## src/rtl/joystick_debounce_hold_repeat_unit_assert.svh

```systemverilog
// Assertion macros for the joystick debounce block.
// Used by the top level only; relies on clk and arst_n being in scope.
`ifndef JOYSTICK_DEBOUNCE_HOLD_REPEAT_UNIT_ASSERT_SVH
`define JOYSTICK_DEBOUNCE_HOLD_REPEAT_UNIT_ASSERT_SVH

// Same-cycle implication, checked out of reset.
`define JDHR_ASSERT_IMPL(lbl, ante, cons, msg) \
	lbl: assert property (@(posedge clk) disable iff (!arst_n) (ante) |-> (cons)) \
		else $error(msg);

// Next-cycle implication, checked out of reset.
`define JDHR_ASSERT_NEXT(lbl, ante, cons, msg) \
	lbl: assert property (@(posedge clk) disable iff (!arst_n) (ante) |=> (cons)) \
		else $error(msg);

`endif

```

## src/rtl/jdhr_pkg.sv

```systemverilog
// Shared types and constants for the joystick debounce block.
// No dependencies; imported by every module of the block.
package jdhr_pkg;

	localparam int unsigned AddrWidth = 4;
	localparam int unsigned DataWidth = 32;
	localparam int unsigned CfgWidth  = 16;

	// register indexes (paddr[3:2])
	localparam logic [1:0] REG_DEBOUNCE  = 2'd0;
	localparam logic [1:0] REG_HOLD      = 2'd1;
	localparam logic [1:0] REG_LONG_HOLD = 2'd2;
	localparam logic [1:0] REG_REPEAT    = 2'd3;

	localparam logic [CfgWidth-1:0] DEBOUNCE_RST  = 16'd5;
	localparam logic [CfgWidth-1:0] HOLD_RST      = 16'd800;
	localparam logic [CfgWidth-1:0] LONG_HOLD_RST = 16'd3500;
	localparam logic [CfgWidth-1:0] REPEAT_RST    = 16'd500;

	localparam logic [2:0] CODE_NONE   = 3'd0;
	localparam logic [2:0] CODE_CENTER = 3'd1;
	localparam logic [2:0] CODE_DOWN   = 3'd2;
	localparam logic [2:0] CODE_LEFT   = 3'd3;
	localparam logic [2:0] CODE_RIGHT  = 3'd4;
	localparam logic [2:0] CODE_UP     = 3'd5;

	localparam logic [2:0] EV_NONE      = 3'd0;
	localparam logic [2:0] EV_PRESSED   = 3'd1;
	localparam logic [2:0] EV_RELEASED  = 3'd2;
	localparam logic [2:0] EV_HELD      = 3'd3;
	localparam logic [2:0] EV_HELD_LONG = 3'd4;

	typedef struct packed {
		logic [4:0]  pin_levels;
		logic [31:0] now_ms;
	} poll_word_t;

	typedef struct packed {
		logic [2:0]  button_code;
		logic [2:0]  event_kind;
		logic [15:0] hold_count;
	} result_word_t;

	typedef struct packed {
		logic [CfgWidth-1:0] debounce_ms;
		logic [CfgWidth-1:0] hold_ms;
		logic [CfgWidth-1:0] long_hold_ms;
		logic [CfgWidth-1:0] repeat_ms;
	} cfg_t;

	// priority: center, down, left, right, up
	function automatic logic [2:0] encode_pins(input logic [4:0] pins);
		logic [2:0] code;
		code = CODE_NONE;
		if (pins[4])      code = CODE_CENTER;
		else if (pins[1]) code = CODE_DOWN;
		else if (pins[2]) code = CODE_LEFT;
		else if (pins[3]) code = CODE_RIGHT;
		else if (pins[0]) code = CODE_UP;
		return code;
	endfunction

endpackage

```

## src/rtl/jdhr_cfg_regs.sv

```systemverilog
// APB-style register file for the debounce, hold, long-hold and repeat times.
// Depends on jdhr_pkg.
module jdhr_cfg_regs
	import jdhr_pkg::*;
(
	input  logic                 clk,
	input  logic                 arst_n,
	input  logic                 psel,
	input  logic                 penable,
	input  logic                 pwrite,
	input  logic [AddrWidth-1:0] paddr,
	input  logic [DataWidth-1:0] pwdata,
	output logic [DataWidth-1:0] prdata,
	output logic                 pready,
	output cfg_t                 cfg
);

	cfg_t cfg_q;
	logic wr_en;

	assign pready = 1'b1;
	assign wr_en  = psel & penable & pwrite;
	assign cfg    = cfg_q;

	always_ff @(posedge clk or negedge arst_n) begin
		if (!arst_n) begin
			cfg_q.debounce_ms  <= DEBOUNCE_RST;
			cfg_q.hold_ms      <= HOLD_RST;
			cfg_q.long_hold_ms <= LONG_HOLD_RST;
			cfg_q.repeat_ms    <= REPEAT_RST;
		end else if (wr_en) begin
			unique case (paddr[3:2])
				REG_DEBOUNCE:  cfg_q.debounce_ms  <= pwdata[CfgWidth-1:0];
				REG_HOLD:      cfg_q.hold_ms      <= pwdata[CfgWidth-1:0];
				REG_LONG_HOLD: cfg_q.long_hold_ms <= pwdata[CfgWidth-1:0];
				REG_REPEAT:    cfg_q.repeat_ms    <= pwdata[CfgWidth-1:0];
				default:       ;
			endcase
		end
	end

	always_comb begin
		prdata = '0;
		unique case (paddr[3:2])
			REG_DEBOUNCE:  prdata[CfgWidth-1:0] = cfg_q.debounce_ms;
			REG_HOLD:      prdata[CfgWidth-1:0] = cfg_q.hold_ms;
			REG_LONG_HOLD: prdata[CfgWidth-1:0] = cfg_q.long_hold_ms;
			REG_REPEAT:    prdata[CfgWidth-1:0] = cfg_q.repeat_ms;
			default:       prdata = '0;
		endcase
	end

endmodule

```

## src/rtl/jdhr_event_core.sv

```systemverilog
// Debounce, hold detection and repeat gating: press state plus the
// single-pass logic that turns one registered poll into one result.
// Depends on jdhr_pkg.
module jdhr_event_core
	import jdhr_pkg::*;
(
	input  logic         clk,
	input  logic         arst_n,
	input  cfg_t         cfg,
	input  poll_word_t   poll,
	input  logic         advance,
	output result_word_t result
);

	logic [2:0]  cand_code_q;
	logic [31:0] cand_since_q;
	logic [2:0]  stable_code_q;
	logic        was_held_q;
	logic [15:0] hold_cnt_q;
	logic [15:0] last_action_q;

	logic [2:0]  code;
	logic        changed;
	logic [31:0] duration;
	logic        settled;
	logic [15:0] gap;
	logic [2:0]  ev;
	logic [2:0]  button;
	logic        was_held_d;
	logic [15:0] hold_cnt_d;
	logic [15:0] last_action_d;
	logic [2:0]  stable_code_d;

	assign code     = encode_pins(poll.pin_levels);
	assign changed  = (code != cand_code_q);
	assign duration = poll.now_ms - cand_since_q;
	assign settled  = !changed && (duration >= {16'd0, cfg.debounce_ms});
	assign gap      = poll.now_ms[15:0] - last_action_q;

	always_comb begin
		ev            = EV_NONE;
		button        = CODE_NONE;
		was_held_d    = was_held_q;
		hold_cnt_d    = hold_cnt_q;
		last_action_d = last_action_q;
		stable_code_d = stable_code_q;
		if (!settled) begin
			hold_cnt_d = '0;
		end else begin
			button        = code;
			stable_code_d = code;
			if (code != stable_code_q) begin
				hold_cnt_d = '0;
				if (code != CODE_NONE) begin
					ev = EV_PRESSED;
				end else begin
					// a release after a hold goes unreported
					if (!was_held_q) begin
						ev     = EV_RELEASED;
						button = stable_code_q;
					end
					was_held_d = 1'b0;
				end
			end else if (code != CODE_NONE) begin
				if (duration >= {16'd0, cfg.long_hold_ms}) begin
					ev = EV_HELD_LONG;
				end else if (duration >= {16'd0, cfg.hold_ms}) begin
					ev         = EV_HELD;
					was_held_d = 1'b1;
				end
				if (ev != EV_NONE) begin
					if (gap < cfg.repeat_ms) begin
						ev = EV_NONE;
					end else begin
						hold_cnt_d    = hold_cnt_q + 16'd1;
						last_action_d = poll.now_ms[15:0];
					end
				end
			end
		end
	end

	assign result.button_code = button;
	assign result.event_kind  = ev;
	assign result.hold_count  = hold_cnt_d;

	always_ff @(posedge clk or negedge arst_n) begin
		if (!arst_n) begin
			cand_code_q   <= CODE_NONE;
			cand_since_q  <= '0;
			stable_code_q <= CODE_NONE;
			was_held_q    <= 1'b0;
			hold_cnt_q    <= '0;
			last_action_q <= '0;
		end else if (advance) begin
			if (changed) begin
				cand_code_q  <= code;
				cand_since_q <= poll.now_ms;
			end
			stable_code_q <= stable_code_d;
			was_held_q    <= was_held_d;
			hold_cnt_q    <= hold_cnt_d;
			last_action_q <= last_action_d;
		end
	end

endmodule

```

## src/rtl/joystick_debounce_hold_repeat_unit.sv

```systemverilog
// Joystick debounce with hold and auto-repeat, one result word per poll word.
// The poll word is captured in an input register, then its result in the result
// register. Throughput: one word per cycle while result_ready is high, set by the
// state update in jdhr_event_core; a full, unread result register stalls input.
// Reset: press state cleared, registers at their default times, both
// stages empty. Depends on jdhr_pkg, jdhr_cfg_regs and jdhr_event_core.
module joystick_debounce_hold_repeat_unit
	import jdhr_pkg::*;
(
	input  logic                 clk,
	input  logic                 arst_n,
	input  logic                 poll_valid,
	output logic                 poll_ready,
	input  poll_word_t           poll,
	output logic                 result_valid,
	input  logic                 result_ready,
	output result_word_t         result,
	input  logic                 psel,
	input  logic                 penable,
	input  logic                 pwrite,
	input  logic [AddrWidth-1:0] paddr,
	input  logic [DataWidth-1:0] pwdata,
	output logic [DataWidth-1:0] prdata,
	output logic                 pready
);

`include "joystick_debounce_hold_repeat_unit_assert.svh"

	cfg_t         cfg;
	poll_word_t   poll_s1;
	logic         valid_s1;
	result_word_t core_result;
	result_word_t result_q;
	logic         result_valid_q;
	logic         advance;

	jdhr_cfg_regs u_cfg (
		.clk     (clk),
		.arst_n  (arst_n),
		.psel    (psel),
		.penable (penable),
		.pwrite  (pwrite),
		.paddr   (paddr),
		.pwdata  (pwdata),
		.prdata  (prdata),
		.pready  (pready),
		.cfg     (cfg)
	);

	jdhr_event_core u_core (
		.clk     (clk),
		.arst_n  (arst_n),
		.cfg     (cfg),
		.poll    (poll_s1),
		.advance (advance),
		.result  (core_result)
	);

	// the staged word moves on whenever the result register is free or draining
	assign advance    = valid_s1 && (!result_valid_q || result_ready);
	assign poll_ready = !valid_s1 || advance;

	always_ff @(posedge clk or negedge arst_n) begin
		if (!arst_n) begin
			valid_s1       <= 1'b0;
			result_valid_q <= 1'b0;
		end else begin
			if (poll_ready) valid_s1 <= poll_valid;
			if (advance) result_valid_q <= 1'b1;
			else if (result_ready) result_valid_q <= 1'b0;
		end
	end

	always_ff @(posedge clk) begin
		if (poll_valid && poll_ready) poll_s1 <= poll;
		if (advance) result_q <= core_result;
	end

	assign result_valid = result_valid_q;
	assign result       = result_q;

	`JDHR_ASSERT_IMPL(a_no_overrun, valid_s1 && result_valid_q && !result_ready, !poll_ready, "poll word taken while both stages are blocked")
	`JDHR_ASSERT_IMPL(a_release_has_button, result_valid && result.event_kind == EV_RELEASED, result.button_code != CODE_NONE, "release word without a button")
	`JDHR_ASSERT_IMPL(a_press_clears_count, result_valid && result.event_kind == EV_PRESSED, result.hold_count == 16'd0, "press word with non-zero hold count")
	`JDHR_ASSERT_NEXT(a_result_loaded, advance, result_valid, "staged word lost on its way to the result register")

endmodule
```

## config.mk

```make
export PLATFORM = sky130hd
export DESIGN_NAME = joystick_debounce_hold_repeat_unit
export DESIGN_NICKNAME = d
export VERILOG_FILES = /design/src/rtl/jdhr_pkg.sv /design/src/rtl/jdhr_cfg_regs.sv /design/src/rtl/jdhr_event_core.sv /design/src/rtl/joystick_debounce_hold_repeat_unit.sv
export VERILOG_INCLUDE_DIRS = /design/src /design/src/rtl
export SDC_FILE = /design/constraint.sdc
export NUM_CORES = 1
export LEC_CHECK = 0
export BUFFER_PORTS_ARGS = -buffer_cell sky130_fd_sc_hd__buf_2
export CAP_MARGIN = 10
export CORE_UTILIZATION = 60
export DETAILED_ROUTE_END_ITERATION = 10
export PLACE_DENSITY_LB_ADDON = 0.05
export SLEW_MARGIN = 20
export SYNTH_ARGS = -nofsm -noshare
export SYNTH_HDL_FRONTEND = slang
export SYNTH_HIERARCHICAL = 1
export SYNTH_SLANG_ARGS = --single-unit
```

## constraint.sdc

```tcl
create_clock -name clk -period 9.6 [get_ports clk]
set_clock_uncertainty 0.1 [all_clocks]
set_input_delay 1.92 -clock clk [delete_from_list [all_inputs] [get_ports clk]]
set_output_delay 1.92 -clock clk [all_outputs]
set_load 0.03 [all_outputs]
```

* Word level (Yosys, flattened, before mapping)
Cells that the tools add are included.
** Cells by class
- Order comparisons :: 4
- Add/subtract/negate cells :: 3
- Eq/ne operators :: 7
- Multiplexer cells :: 32
- Reductions and logical operators :: 22
- Bitwise gates (word level) :: 4
** Operator list (count)
- >= comparator 32 x 16 -> 1 bit :: 3
- two-way mux 16 bit :: 5
- case mux 16 bit (4 select lines) :: 1
- two-way mux 3 bit :: 17
- subtractor 32 bit :: 1
- adder 16 x 1 -> 16 bit (second input constant) :: 1
- < comparator 16 bit :: 1
- subtractor 16 bit :: 1
- AND reduction 2 bit :: 6
- AND reduction 6 bit :: 2
- two-way mux 1 bit :: 7
- != test 3 bit :: 2
- nonzero test 2 bit :: 3
- nonzero test 3 bit :: 2
- == test 2 bit (second input constant) :: 2
- two-way mux 2 bit :: 2
- logical AND 1 bit :: 3
- logical NOT 1 bit :: 3
- bitwise AND 1 bit :: 2
- == test 2 x 1 -> 1 bit (second input constant) :: 1
- logical NOT 2 bit :: 1
- logical OR 1 bit :: 2
- != test 2 x 1 -> 1 bit (second input constant) :: 1
- != test 2 bit (second input constant) :: 1
- NOT 1 bit :: 2
** Word-level totals
- Bits in registers :: 196

* Logic depth before layout (Yosys ltp)
Gate-level depths: netlist of the first run.
- Depth in word-level cells :: 14
- Depth in mapped cells :: 27
- Mapped depth without buffers :: 27

* Modules after synthesis
Netlist of the first run, hierarchy kept.
** By module, submodules not included
- jdhr_event_core :: instances 1, area each 7658.6 um^2, cells each 945
- jdhr_cfg_regs :: instances 1, area each 3027.9 um^2, cells each 180
- joystick_debounce_hold_repeat_unit :: instances 1, area each 1875.5 um^2, cells each 67

* Least setup slack after synthesis of the first run
Ideal clock, no wire load.
- Kind :: register -> register
- Start point :: register poll_s1[0] (netlist bit)
- End point :: register u_core.hold_cnt_q[0]
- Cell stages (with the launch flop) :: 21
- Buffers on the path :: 2
- Setup time :: 0.125 ns
- Arrival :: 4.795 ns
- Period minus slack after synthesis :: 5.020 ns
- Path slack :: 4.580 ns
- Cells stage by stage :: edfxtp_1 inv_1 ha_1 fa_1 nor2b_1 o31ai_1 a21oi_1 a31oi_1 o21ai_0 xor2_1 ha_1 a2111o_1 a2111oi_0 or3b_2 a21oi_1 and4b_1 nand2_1 and4_4 buf_6 buf_6 mux2_2
** On the way
- Cells in the longest elaborated chain, start to end :: 12
- Elaborated cells on any way between the ends :: 18
- Those cells by class :: add/sub: 2; order compare: 4; mux: 10; reduce/logical: 2
** Ends and longest elaborated chain
- start, declared :: RTL line joystick_debounce_hold_repeat_unit.sv:30 : poll_word_t poll_s1;
- start signal, assigned :: RTL line joystick_debounce_hold_repeat_unit.sv:75 : if (poll_valid && poll_ready) poll_s1 <= poll;
- subtractor 32 bit :: RTL line jdhr_event_core.sv:36 : assign duration = poll.now_ms - cand_since_q;
- >= comparator 32 x 16 -> 1 bit :: RTL line jdhr_event_core.sv:67 : end else if (duration >= {16'd0, cfg.hold_ms}) begin
- two-way mux 2 bit :: RTL line jdhr_event_core.sv:67
- two-way mux 3 bit :: RTL line jdhr_event_core.sv:65 : if (duration >= {16'd0, cfg.long_hold_ms}) begin
- two-way mux 3 bit :: RTL line jdhr_event_core.sv:64 : end else if (code != CODE_NONE) begin
- two-way mux 3 bit :: RTL line jdhr_event_core.sv:52 : if (code != stable_code_q) begin
- two-way mux 3 bit :: RTL line jdhr_event_core.sv:47 : if (!settled) begin
- nonzero test 3 bit :: RTL line jdhr_event_core.sv:71 : if (ev != EV_NONE) begin
- two-way mux 16 bit :: RTL line jdhr_event_core.sv:71
- two-way mux 16 bit :: RTL line jdhr_event_core.sv:64
- two-way mux 16 bit :: RTL line jdhr_event_core.sv:52
- two-way mux 16 bit * :: RTL line jdhr_event_core.sv:47
- end signal, assigned :: RTL line jdhr_event_core.sv:102 : hold_cnt_q <= hold_cnt_d;
- end, declared :: RTL line jdhr_event_core.sv:19 : logic [15:0] hold_cnt_q;
Every way passes the cells marked *; elsewhere a longest branch is shown, timed or not. The select of a mux whose other input is x is not followed.
A chain may end at the register's enable or synchronous reset.

* Worst setup path after layout of the first run
- Start point :: register poll_s1[0] (netlist bit)
- End point :: register u_core.last_action_q[0]
** On the way
- Cells in the longest elaborated chain, start to end :: 9
- Elaborated cells on any way between the ends :: 15
- Those cells by class :: add/sub: 2; order compare: 4; mux: 5; bitwise: 1; reduce/logical: 3
** Ends and longest elaborated chain
- subtractor 32 bit :: RTL line jdhr_event_core.sv:36
- >= comparator 32 x 16 -> 1 bit :: RTL line jdhr_event_core.sv:67
- two-way mux 2 bit :: RTL line jdhr_event_core.sv:67
- two-way mux 3 bit :: RTL line jdhr_event_core.sv:65
- two-way mux 3 bit :: RTL line jdhr_event_core.sv:64
- two-way mux 3 bit :: RTL line jdhr_event_core.sv:52
- two-way mux 3 bit :: RTL line jdhr_event_core.sv:47
- nonzero test 3 bit :: RTL line jdhr_event_core.sv:71
- AND reduction 6 bit (no line)
- end signal, assigned :: RTL line jdhr_event_core.sv:103 : last_action_q <= last_action_d;
- end, declared :: RTL line jdhr_event_core.sv:20 : logic [15:0] last_action_q;
Parallel ways exist; a longest one is shown, timed or not. The select of a mux whose other input is x is not followed.

==> flow_summary.json, run 1 <==
{
  "finalSetupTns_ns": 0,
  "antenna_found_initial": 1,
  "io_buffers": 101,
  "ys_seq_area_share_pct": 41.57,
  "first_iter_violations": 628,
  "routabilityCongestion": 0.8329,
  "min_period_over_period_pct": 63.87,
  "drt-total-wl_um": 26660,
  "die_w_um": 146.7,
  "period_minus_slack_ns": 6.131,
  "cts_buffer_depth": 2,
  "ant_nets": 0,
  "clock.fmax_ghz": 0.1631,
  "peakVddDrop_mv": 0.1826,
  "synth_cell_types": 83,
  "dieHeight_um": 146.7,
  "reg2regPathDepth": 18,
  "rsz0062_at_grt": "no",
  "drv_cap": 0,
  "hold_viol_final": 0,
  "dpl_cell_area_um2": 13140,
  "ys_seq_elements": 196,
  "dr.pass1.iters": 5,
  "via_count": 9024,
  "die_area_um2": 21520,
  "hpwlAfterDp_um": 19370,
  "grt_pass1_vias": 8599,
  "hold_end": "u_core/cand_since_q[0]$_DFFE_PN0P_",
  "synthTopCellsByArea": "dfrtp_1 (24%), edfxtp_1 (14%), ha_1 (11%), mux2_2 (8.1%), inv_1 (3.9%)",
  "synth_commonest_cells": "inv_1 (132), dfrtp_1 (119), ha_1 (110)",
  "synth_edf_count": 59,
  "yosysWarningCount": 6,
  "boundaryPins": 137,
  "grt_start_max_net_pins": 86,
  "via_per_inst": 5.796,
  "synth_top_cell_by_area": "dfrtp_1",
  "drv_slew": 0,
  "synth_area_um2": 12560,
  "hold_class": "reg2reg",
  "relSlewSlack_pct": 22.49,
  "start_kind": "flop",
  "syn-instance-count": 1192,
  "cts_sinks": 196,
  "clk_latency_ns": 0.45,
  "hold_path.startpoint": "u_core/cand_since_q[0]$_DFFE_PN0P_",
  "synth-main-ff-cell": "dfrtp_1",
  "cts_buffers": 17,
  "tightestPinTransition_ns": 1.146,
  "p_per_area_nw_per_um2": 276.3,
  "path_clk_slew_ns": 0.08,
  "rrSetupSlack_ns": 3.47,
  "final_nets": 1465,
  "cts_hold_buf": 0,
  "r2r_start": "poll_s1[0]$_DFFE_PP_",
  "post-cts-setup-buffers": 0,
  "syn_to_final_growth_pct": 9.153,
  "worstReg2RegEnd": "u_core/last_action_q[0]$_DFFE_PN0P_",
  "rows": 52,
  "start_util_pct": 61.69,
  "cts_root_buf": "clkbuf_16",
  "synth_top_area_share_pct": 23.71,
  "crit_required_ns": 9.84,
  "wire_per_inst_um": 17.12,
  "setup_viol": 0,
  "critPathMaxFanout": 32,
  "endpoint_kind": "flop",
  "synth.most_common_cell": "inv_1",
  "crit_arrival_ns": 6.37,
  "drive_above_1_share_pct": 22.08,
  "power_leakage_uw": 0.006343,
  "grt-ovfl-total": 0,
  "cts_tree": "built",
  "crit_type": "reg2reg",
  "cts_resized": 0,
  "grtUsageTotal_pct": 25.53,
  "hold_depth": 2,
  "status": "complete, no violations",
  "htreeDepth": 4,
  "synth.avg_cell_area_um2": 10.54,
  "route.detailed.drc": 0,
  "core_area_um2": 20360,
  "synth-async-reset-ratio_pct": 69.90,
  "post-route-cell-area_um2": 13710,
  "grt_pass1_wl_um": 43070
}
==> metrics by stage <==
stage / setup WS, ns / hold WS (ns) / cells / power, uW / utilization, %
3_5_place_dp: 3.549 / 0.3907 / 1524 / 3070 / 64.51
6_report: 3.469 / 0.4078 / 1557 / 3788 / 67.33
5_1_grt: 3.054 / 0.4242 / 1557 / 4095 / 67.33
4_1_cts: 3.532 / 0.4094 / 1556 / 3796 / 67.32
2_1_floorplan: 4.580 / 0.3538 / 1207 / 2604 / -
3_3_place_gp: 3.587 / 0.3707 / 1524 / 3016 / 64.51
==> worst max path at each step <==
stage / from / endpoint / depth (start not counted)
after floorplan: poll_s1[0]$_DFFE_PP_ / u_core/hold_cnt_q[0]$_DFFE_PN0P_ / 20
after global placement: poll_s1[0]$_DFFE_PP_ / u_core/last_action_q[0]$_DFFE_PN0P_ / 18
after detailed placement: poll_s1[0]$_DFFE_PP_ / u_core/last_action_q[0]$_DFFE_PN0P_ / 18
after CTS: poll_s1[0]$_DFFE_PP_ / u_core/last_action_q[15]$_DFFE_PN0P_ / 18
after global routing: poll_s1[1]$_DFFE_PP_ / result[9]$_DFFE_PP_ / 18
final: poll_s1[0]$_DFFE_PP_ / u_core/last_action_q[0]$_DFFE_PN0P_ / 18
==> cell type report <==
class | count | area (um2)
well taps | 270 | 337.8
diodes | 1 | 2.502
multi-input cells | 821 | 6544
clock buffers | 17 | 425.4
clock inverters | 15 | 146.4
inverters | 133 | 499.2
flip-flops and latches | 196 | 5223
fillers | 1635 | 6653
repair buffers | 104 | 534.3
==> cells by family (layout without fill, tap and decap cells) <==
| group | count (synthesis) | in the layout | synth area share, % |
|---|---|---|---|
| flops | 196 | 196 | 41.57 |
| mux | 123 | 123 | 12.84 |
| xor+xnor | 55 | 55 | 3.835 |
| other cells | 2 | 18 | 0.05978 |
| fa+ha+maj | 112 | 112 | 11.27 |
| compound gates | 239 | 239 | 12.25 |
| buf+inv | 190 | 269 | 6.833 |
| simple gates | 275 | 275 | 11.33 |
==> sequential cells by signal, indices dropped and copies added (netlist names) <==
register	count
u_cfg/cfg	64
poll_s1	37
u_core/cand_since_q	32
result	22
u_core/hold_cnt_q	16
u_core/last_action_q	16
u_core/cand_code_q	3
u_core/stable_code_q	3
result_valid	1
u_core/was_held_q	1
valid_s1	1
==> power by group <==
group          switching, uW  internal [uW]
clock                    348            365
sequential               101           1040
combinational           1120            812
total                   1570           2220
==> per-layer routing <==
layer	GRT usage [%]	vias up	part of all wire [%]	wire length [um]
li1	-	4392	-	-
met1	36.03	4376	48	12800
met2	41.14	220	47	12460
met3	3.354	36	3.6	950
met4	7.760	0	1.7	444
met5	0	-	0	0
==> layout by cell type (no fill, tap or decap), drive strengths merged, types with 22 or more instances in the layout <==
master and instances:
dfrtp 119, xor2 22, inv 138, buf 104, nand3 26, xnor2 33, a21o 33, nor2 67
mux2 100, a21oi 66, nand2 69, edfxtp 59, ha 110, o21ai 62
==> worst max-delay path: stages (launching register included) <==
cell and delay [ns]:
edfxtp_1 0.35, inv_1 0.08, ha_1 0.24, fa_1 0.42, nor2b_1 0.17, o31ai_1 0.11, a21oi_1 0.51, a31oi_1 0.22
o21ai_0 0.24, xor2_1 0.35, ha_1 0.32, a2111o_1 0.43, a2111oi_0 0.39, or3b_2 0.53, a21oi_1 0.27, and4b_1 0.27
nand2_1 0.26, and4_4 0.43, mux2_2 0.31
(Power assumes the default switching activity.)
==> inputs of run 2 (changes only) <==
Clock period 9.6 ns to 6.3 ns, I/O delays scaled along.
==> run 2 against run 1 <==
  * Sequential power grew 53%
  * Total power grew 53%
  * Final cell count about the same
  * Die area stayed put
  * Core utilization up 0.098 points
  * Critical path depth stayed put
==> flow_summary.json, run 2 (same netlist as run 1, synthesis figures left out) <==
{
  "status": "complete, no violations",
  "rows": 52,
  "reg2regPathDepth": 18,
  "clockPowerShare_pct": 18.7,
  "tightestPinTransition_ns": 1.138,
  "layout_commonest_cell": "inv_1",
  "cts_resized": 0,
  "layout_common_cells": "inv_1 (132), dfrtp_1 (119), ha_1 (110)",
  "io_buffers": 101,
  "drive_above_1_share_pct": 22.05,
  "period_minus_slack_ns": 6.013,
  "whs_ns": 0.4065,
  "grtUsageTotal_pct": 25.12,
  "hold_depth": 1,
  "cts_buffer_depth": 2,
  "path_clk_slew_ns": 0.07,
  "cp_slowest_cell": "a2111oi_0",
  "cts_tree": "built",
  "antenna_found_initial": 0,
  "final_nets": 1467,
  "die_area_um2": 21520,
  "syn_to_final_growth_pct": 9.313,
  "hold_path.startpoint": "u_core/cand_since_q[20]$_DFFE_PN0P_",
  "setup_viol": 0,
  "wire_per_inst_um": 16.82,
  "pwr-share-comb_pct": 51.4,
  "grt_pass1_wl_um": 42460,
  "slowest_delay_ns": 0.54,
  "relSlewSlack_pct": 23.10,
  "clock.fmax_ghz": 0.1663,
  "grt-ovfl-total": 0,
  "rsz0062_at_grt": "no",
  "hold_end": "u_core/cand_since_q[20]$_DFFE_PN0P_",
  "first_iter_violations": 521,
  "drt-total-wl_um": 26200,
  "placedCellCount": 1526,
  "finalSetupTns_ns": 0,
  "clk_latency_ns": 0.44,
  "post-route-cell-area_um2": 13730,
  "cts_root_buf": "clkbuf_16",
  "worstReg2RegEnd": "u_core/last_action_q[0]$_DFFE_PN0P_",
  "critPathMaxFanout": 32,
  "start_kind": "flop",
  "largest_reg_flops": 64,
  "diodes": 0,
  "min_period_over_period_pct": 95.44,
  "hold_viol_final": 0,
  "dieHeight_um": 146.7,
  "r2r_start": "poll_s1[1]$_DFFE_PP_",
  "core_area_um2": 20360,
  "p_per_area_nw_per_um2": 423.3,
  "rrSetupSlack_ns": 0.29,
  "p_sw_uw": 2368,
  "cts_sinks": 196,
  "power_leakage_uw": 0.006365,
  "final_cells": 1558,
  "grt_start_max_net_pins": 89,
  "drv_slew": 0,
  "via_count": 8988,
  "hold_class": "reg2reg",
  "cts_buffers": 17,
  "routabilityCongestion": 0.8320,
  "post-cts-setup-buffers": 0,
  "dpl_cell_area_um2": 13150,
  "cts_hold_buf": 0,
  "grt_pass1_vias": 8541,
  "die_w_um": 146.7,
  "crit_type": "reg2reg",
  "crit_family": "compound AO/OA/AOI/OAI gates",
  "fin_util_pct": 67.43,
  "ant_nets": 0,
  "crit_required_ns": 6.52,
  "peakVddDrop_mv": 0.2226,
  "start_util_pct": 61.69,
  "htreeDepth": 4,
  "path_cells": "ha_1 > nor2b_1 > o21a_1 > a311o_1 > o21ai_0 > o21ai_0 > xor2_1 > ha_1 > a21o_1 > a21oi_1 > nor2b_1 > a2111oi_0 > or3b_2 > a21oi_1 > and4b_1 > nand2_1 > and4_4 > mux2_2",
  "boundaryPins": 137,
  "via_per_inst": 5.769,
  "hpwlAfterDp_um": 19070,
  "dr.pass1.iters": 5,
  "route.detailed.drc": 0,
  "drv_cap": 0,
  "internal-power_uw": 3445,
  "endpoint_kind": "flop",
  "p_seq_share_pct": 29.9,
  "swShare_pct": 40.74,
  "critPathBufInv": 0,
  "crit_arrival_ns": 6.23
}
[run 2: power by group through the flow]
| stage | Clock (uW) | Combinational [uW] | Sequential (uW) |
|---|---|---|---|
| global placement | 0 | 2870 | 1750 |
| finish | 1090 | 2990 | 1740 |
| global route | 1150 | 3330 | 1780 |
| detailed placement | 0 | 2930 | 1760 |
| CTS | 1110 | 2970 | 1740 |
| floorplan | 0 | 2230 | 1740 |
[run 2: how the worst max path moves through the flow]
stage / slack [ns] / start / cells after the start / end
after detailed placement: 0.57 / poll_s1[1]$_DFFE_PP_ / 18 / u_core/last_action_q[0]$_DFFE_PN0P_
after global placement: 0.58 / poll_s1[1]$_DFFE_PP_ / 18 / u_core/last_action_q[0]$_DFFE_PN0P_
after floorplan: 1.28 / poll_s1[0]$_DFFE_PP_ / 20 / u_core/hold_cnt_q[0]$_DFFE_PN0P_
final: 0.29 / poll_s1[1]$_DFFE_PP_ / 18 / u_core/last_action_q[0]$_DFFE_PN0P_
after global routing: 0.05 / poll_s1[1]$_DFFE_PP_ / 18 / u_core/last_action_q[0]$_DFFE_PN0P_
after CTS: 0.51 / poll_s1[1]$_DFFE_PP_ / 18 / u_core/last_action_q[0]$_DFFE_PN0P_
[run 2: final cells by class]
type	count	area, um2
clock buffers	23	489.2
fillers	1592	6633
clock inverters	9	90.09
inverters	133	499.2
multi-input cells	821	6544
flip-flops and latches	196	5223
well taps	270	337.8
repair buffers	106	549.3
[run 2: through the flow]
step                      setup slack, ns  total power (uW)
final                              0.2870              5813
after global routing              0.05487              6258
after CTS                          0.5077              5812
after detailed placement           0.5660              4694
after global placement             0.5830              4618
after floorplan                     1.280              3969
[run 2: worst register-to-register path: stages (launching register included)]
cell       delay (ns)
edfxtp_1         0.48
ha_1             0.34
nor2b_1          0.13
o21a_1           0.19
a311o_1          0.44
o21ai_0          0.19
o21ai_0          0.19
xor2_1           0.49
ha_1             0.35
a21o_1           0.16
a21oi_1          0.13
nor2b_1          0.06
a2111oi_0        0.54
or3b_2           0.53
a21oi_1          0.26
and4b_1          0.26
nand2_1          0.27
and4_4           0.44
mux2_2           0.34
[run 2: routing by layer]
layer | GRT usage, % | wire [um]
met1 | 35.40 | 12750
met2 | 40.31 | 12090
met3 | 4.224 | 1063
met4 | 6.510 | 308
met5 | 0 | 0
==> inputs of run 3 (changes only) <==
Settings changed: CORE_UTILIZATION 60 to 40.
==> run 3 against run 2 <==
  * The run now ends with DRC left
  * Non-clock buffer count increased by 5
  * Count of clock-buffer cells in the layout is 4 lower
  * Hold slack got worse by 0.0036 ns
  * First-iteration DRC count shrank 18%
  * Clock power about the same
  * Wire length rose by 8.2%
  * Fmax rose by 5.0%
  * Die area up 49%
  * Core utilization shrank 22 points
  * Final cell count grew 8.4%
  * Combinational power barely moved
  * Setup slack improved by 0.29 ns
  * Highest routed layer unchanged
==> flow_summary.json, run 3 (same netlist as run 1, synthesis figures left out) <==
{
  "period_minus_slack_ns": 5.727,
  "grtUsageTotal_pct": 18.73,
  "die_area_um2": 32120,
  "syn_to_final_growth_pct": 10.71,
  "setup_viol": 0,
  "rsz0062_at_grt": "no",
  "cts_sinks": 196,
  "critPathMaxFanout": 32,
  "diodes": 0,
  "hold_path.startpoint": "poll_s1[0]$_DFFE_PP_",
  "p_per_area_nw_per_um2": 418.0,
  "io_buffers": 101,
  "hold_depth": 1,
  "path_cells": "inv_1 > ha_1 > fa_1 > nor2b_1 > o31ai_1 > a21oi_1 > a31oi_1 > o21ai_0 > xor2_1 > ha_1 > a2111o_1 > a2111oi_1 > or3b_2 > a21oi_1 > and4b_1 > nand2_1 > and4_4 > mux2_2",
  "min_period_over_period_pct": 90.90,
  "endpoint_kind": "flop",
  "cp_slowest_cell": "or3b_2",
  "first_iter_violations": 426,
  "rrSetupSlack_ns": 0.57,
  "largest_reg_flops": 64,
  "drv_cap": 0,
  "cts_buffers": 17,
  "routabilityCongestion": 0.8216,
  "route.detailed.drc": 13,
  "hold_class": "reg2reg",
  "antenna_found_initial": 0,
  "ant_nets": 0,
  "core_area_um2": 30750,
  "grt_pass1_wl_um": 46120,
  "final_nets": 1472,
  "hold_viol_final": 0,
  "crit_type": "reg2reg",
  "grt-ovfl-total": 0,
  "fill_cells": 3001,
  "worstReg2RegEnd": "u_core/last_action_q[0]$_DFFE_PN0P_",
  "post-cts-setup-buffers": 0,
  "peakVddDrop_mv": 0.2547,
  "crit_family": "compound AO/OA/AOI/OAI gates",
  "die_w_um": 179.2,
  "finalSetupTns_ns": 0,
  "dr.pass1.iters": 8,
  "boundaryPins": 137,
  "r2r_start": "poll_s1[0]$_DFFE_PP_",
  "slowest_delay_ns": 0.52,
  "wire_per_inst_um": 16.78,
  "layout_common_cells": "inv_1 (132), dfrtp_1 (119), ha_1 (110)",
  "clk_latency_ns": 0.46,
  "p_total_uw": 5813,
  "htreeDepth": 4,
  "rows": 64,
  "dieHeight_um": 179.2,
  "start_util_pct": 40.85,
  "drive_above_1_share_pct": 22.35,
  "relSlewSlack_pct": 33.28,
  "post-route-cell-area_um2": 13910,
  "dpl_cell_area_um2": 13340,
  "start_kind": "flop",
  "path_clk_slew_ns": 0.07,
  "reg2regPathDepth": 18,
  "register_area_um2": 5223,
  "violations": "DRC",
  "crit_required_ns": 6.54,
  "multiInputGateArea_um2": 6544,
  "grt_start_max_net_pins": 86,
  "crit_arrival_ns": 5.97,
  "clock.fmax_ghz": 0.1746,
  "via_per_inst": 5.204,
  "via_count": 8789,
  "tightestPinTransition_ns": 1.001,
  "grt_pass1_vias": 8551,
  "hpwlAfterDp_um": 20780,
  "drv_slew": 0,
  "cts_root_buf": "clkbuf_16",
  "status": "finished with violations",
  "critPathBufInv": 1,
  "layout_commonest_cell": "inv_1",
  "hold_end": "u_core/last_action_q[0]$_DFFE_PN0P_",
  "cts_buffer_depth": 2,
  "drt-total-wl_um": 28340,
  "power_leakage_uw": 0.006359,
  "cts_tree": "built"
}
-- run 3: through the flow --
step | cells | hold slack [ns] | utilization [%] | setup WS (ns)
2_1_floorplan | 1207 | 0.3538 | - | 1.280
5_1_grt | 1689 | 0.4170 | 45.23 | 0.04455
3_3_place_gp | 1657 | 0.3750 | 43.39 | 0.5777
4_1_cts | 1689 | 0.4082 | 45.21 | 0.5480
6_report | 1689 | 0.4028 | 45.23 | 0.5733
3_5_place_dp | 1657 | 0.3908 | 43.39 | 0.5646
-- run 3: routing by layer --
layer / up-vias / GRT usage, % / part of all wire, %
li1: 4396 / - / -
met1: 4235 / 27.02 / 52
met2: 127 / 28.75 / 44
met3: 31 / 2.884 / 2.6
met4: 0 / 5.672 / 1.6
met5: - / 0 / 0
-- run 3: area by class of cell --
class | instances | area share (%)
clock buffer | 19 | 3.113
tap | 396 | 3.563
inverter | 133 | 3.590
clock inverter | 13 | 0.9087
multi-input combinational | 821 | 47.05
timing repair buffer | 111 | 4.220
sequential | 196 | 37.55
-- run 3: repair_timing --
item | CTS | global route
hold endpoints to repair | 0 | 0
hold buffers | 0 | 0
resized for setup | 0 | 1
setup endpoints to repair | 0 | 16
-- run 3: worst max-delay path by stage --
| stage | to | cells past startpoint | start |
|---|---|---|---|
| final | u_core/last_action_q[0]$_DFFE_PN0P_ | 18 | poll_s1[0]$_DFFE_PP_ |
| after global routing | u_core/last_action_q[15]$_DFFE_PN0P_ | 19 | poll_s1[1]$_DFFE_PP_ |
| after CTS | u_core/last_action_q[15]$_DFFE_PN0P_ | 18 | poll_s1[0]$_DFFE_PP_ |
| after floorplan | u_core/hold_cnt_q[0]$_DFFE_PN0P_ | 20 | poll_s1[0]$_DFFE_PP_ |
| after global placement | u_core/last_action_q[15]$_DFFE_PN0P_ | 18 | poll_s1[0]$_DFFE_PP_ |
| after detailed placement | u_core/last_action_q[15]$_DFFE_PN0P_ | 19 | poll_s1[1]$_DFFE_PP_ |
-- run 3: power breakdown --
group	total (uW)	internal, uW	switching (uW)
registers	1740	1590	149
clock network	1080	552	528
logic	3000	1260	1730
-- run 3: worst reg2reg max path: cells and delay by family, from the launching register on --
kind            cells  cell delay, ns
mux                 1            0.34
compound gates      7            1.72
xor+xnor            1            0.40
simple gates        5            1.69
buf+inv             1            0.07
flops               1            0.34
fa+ha+maj           3            0.96
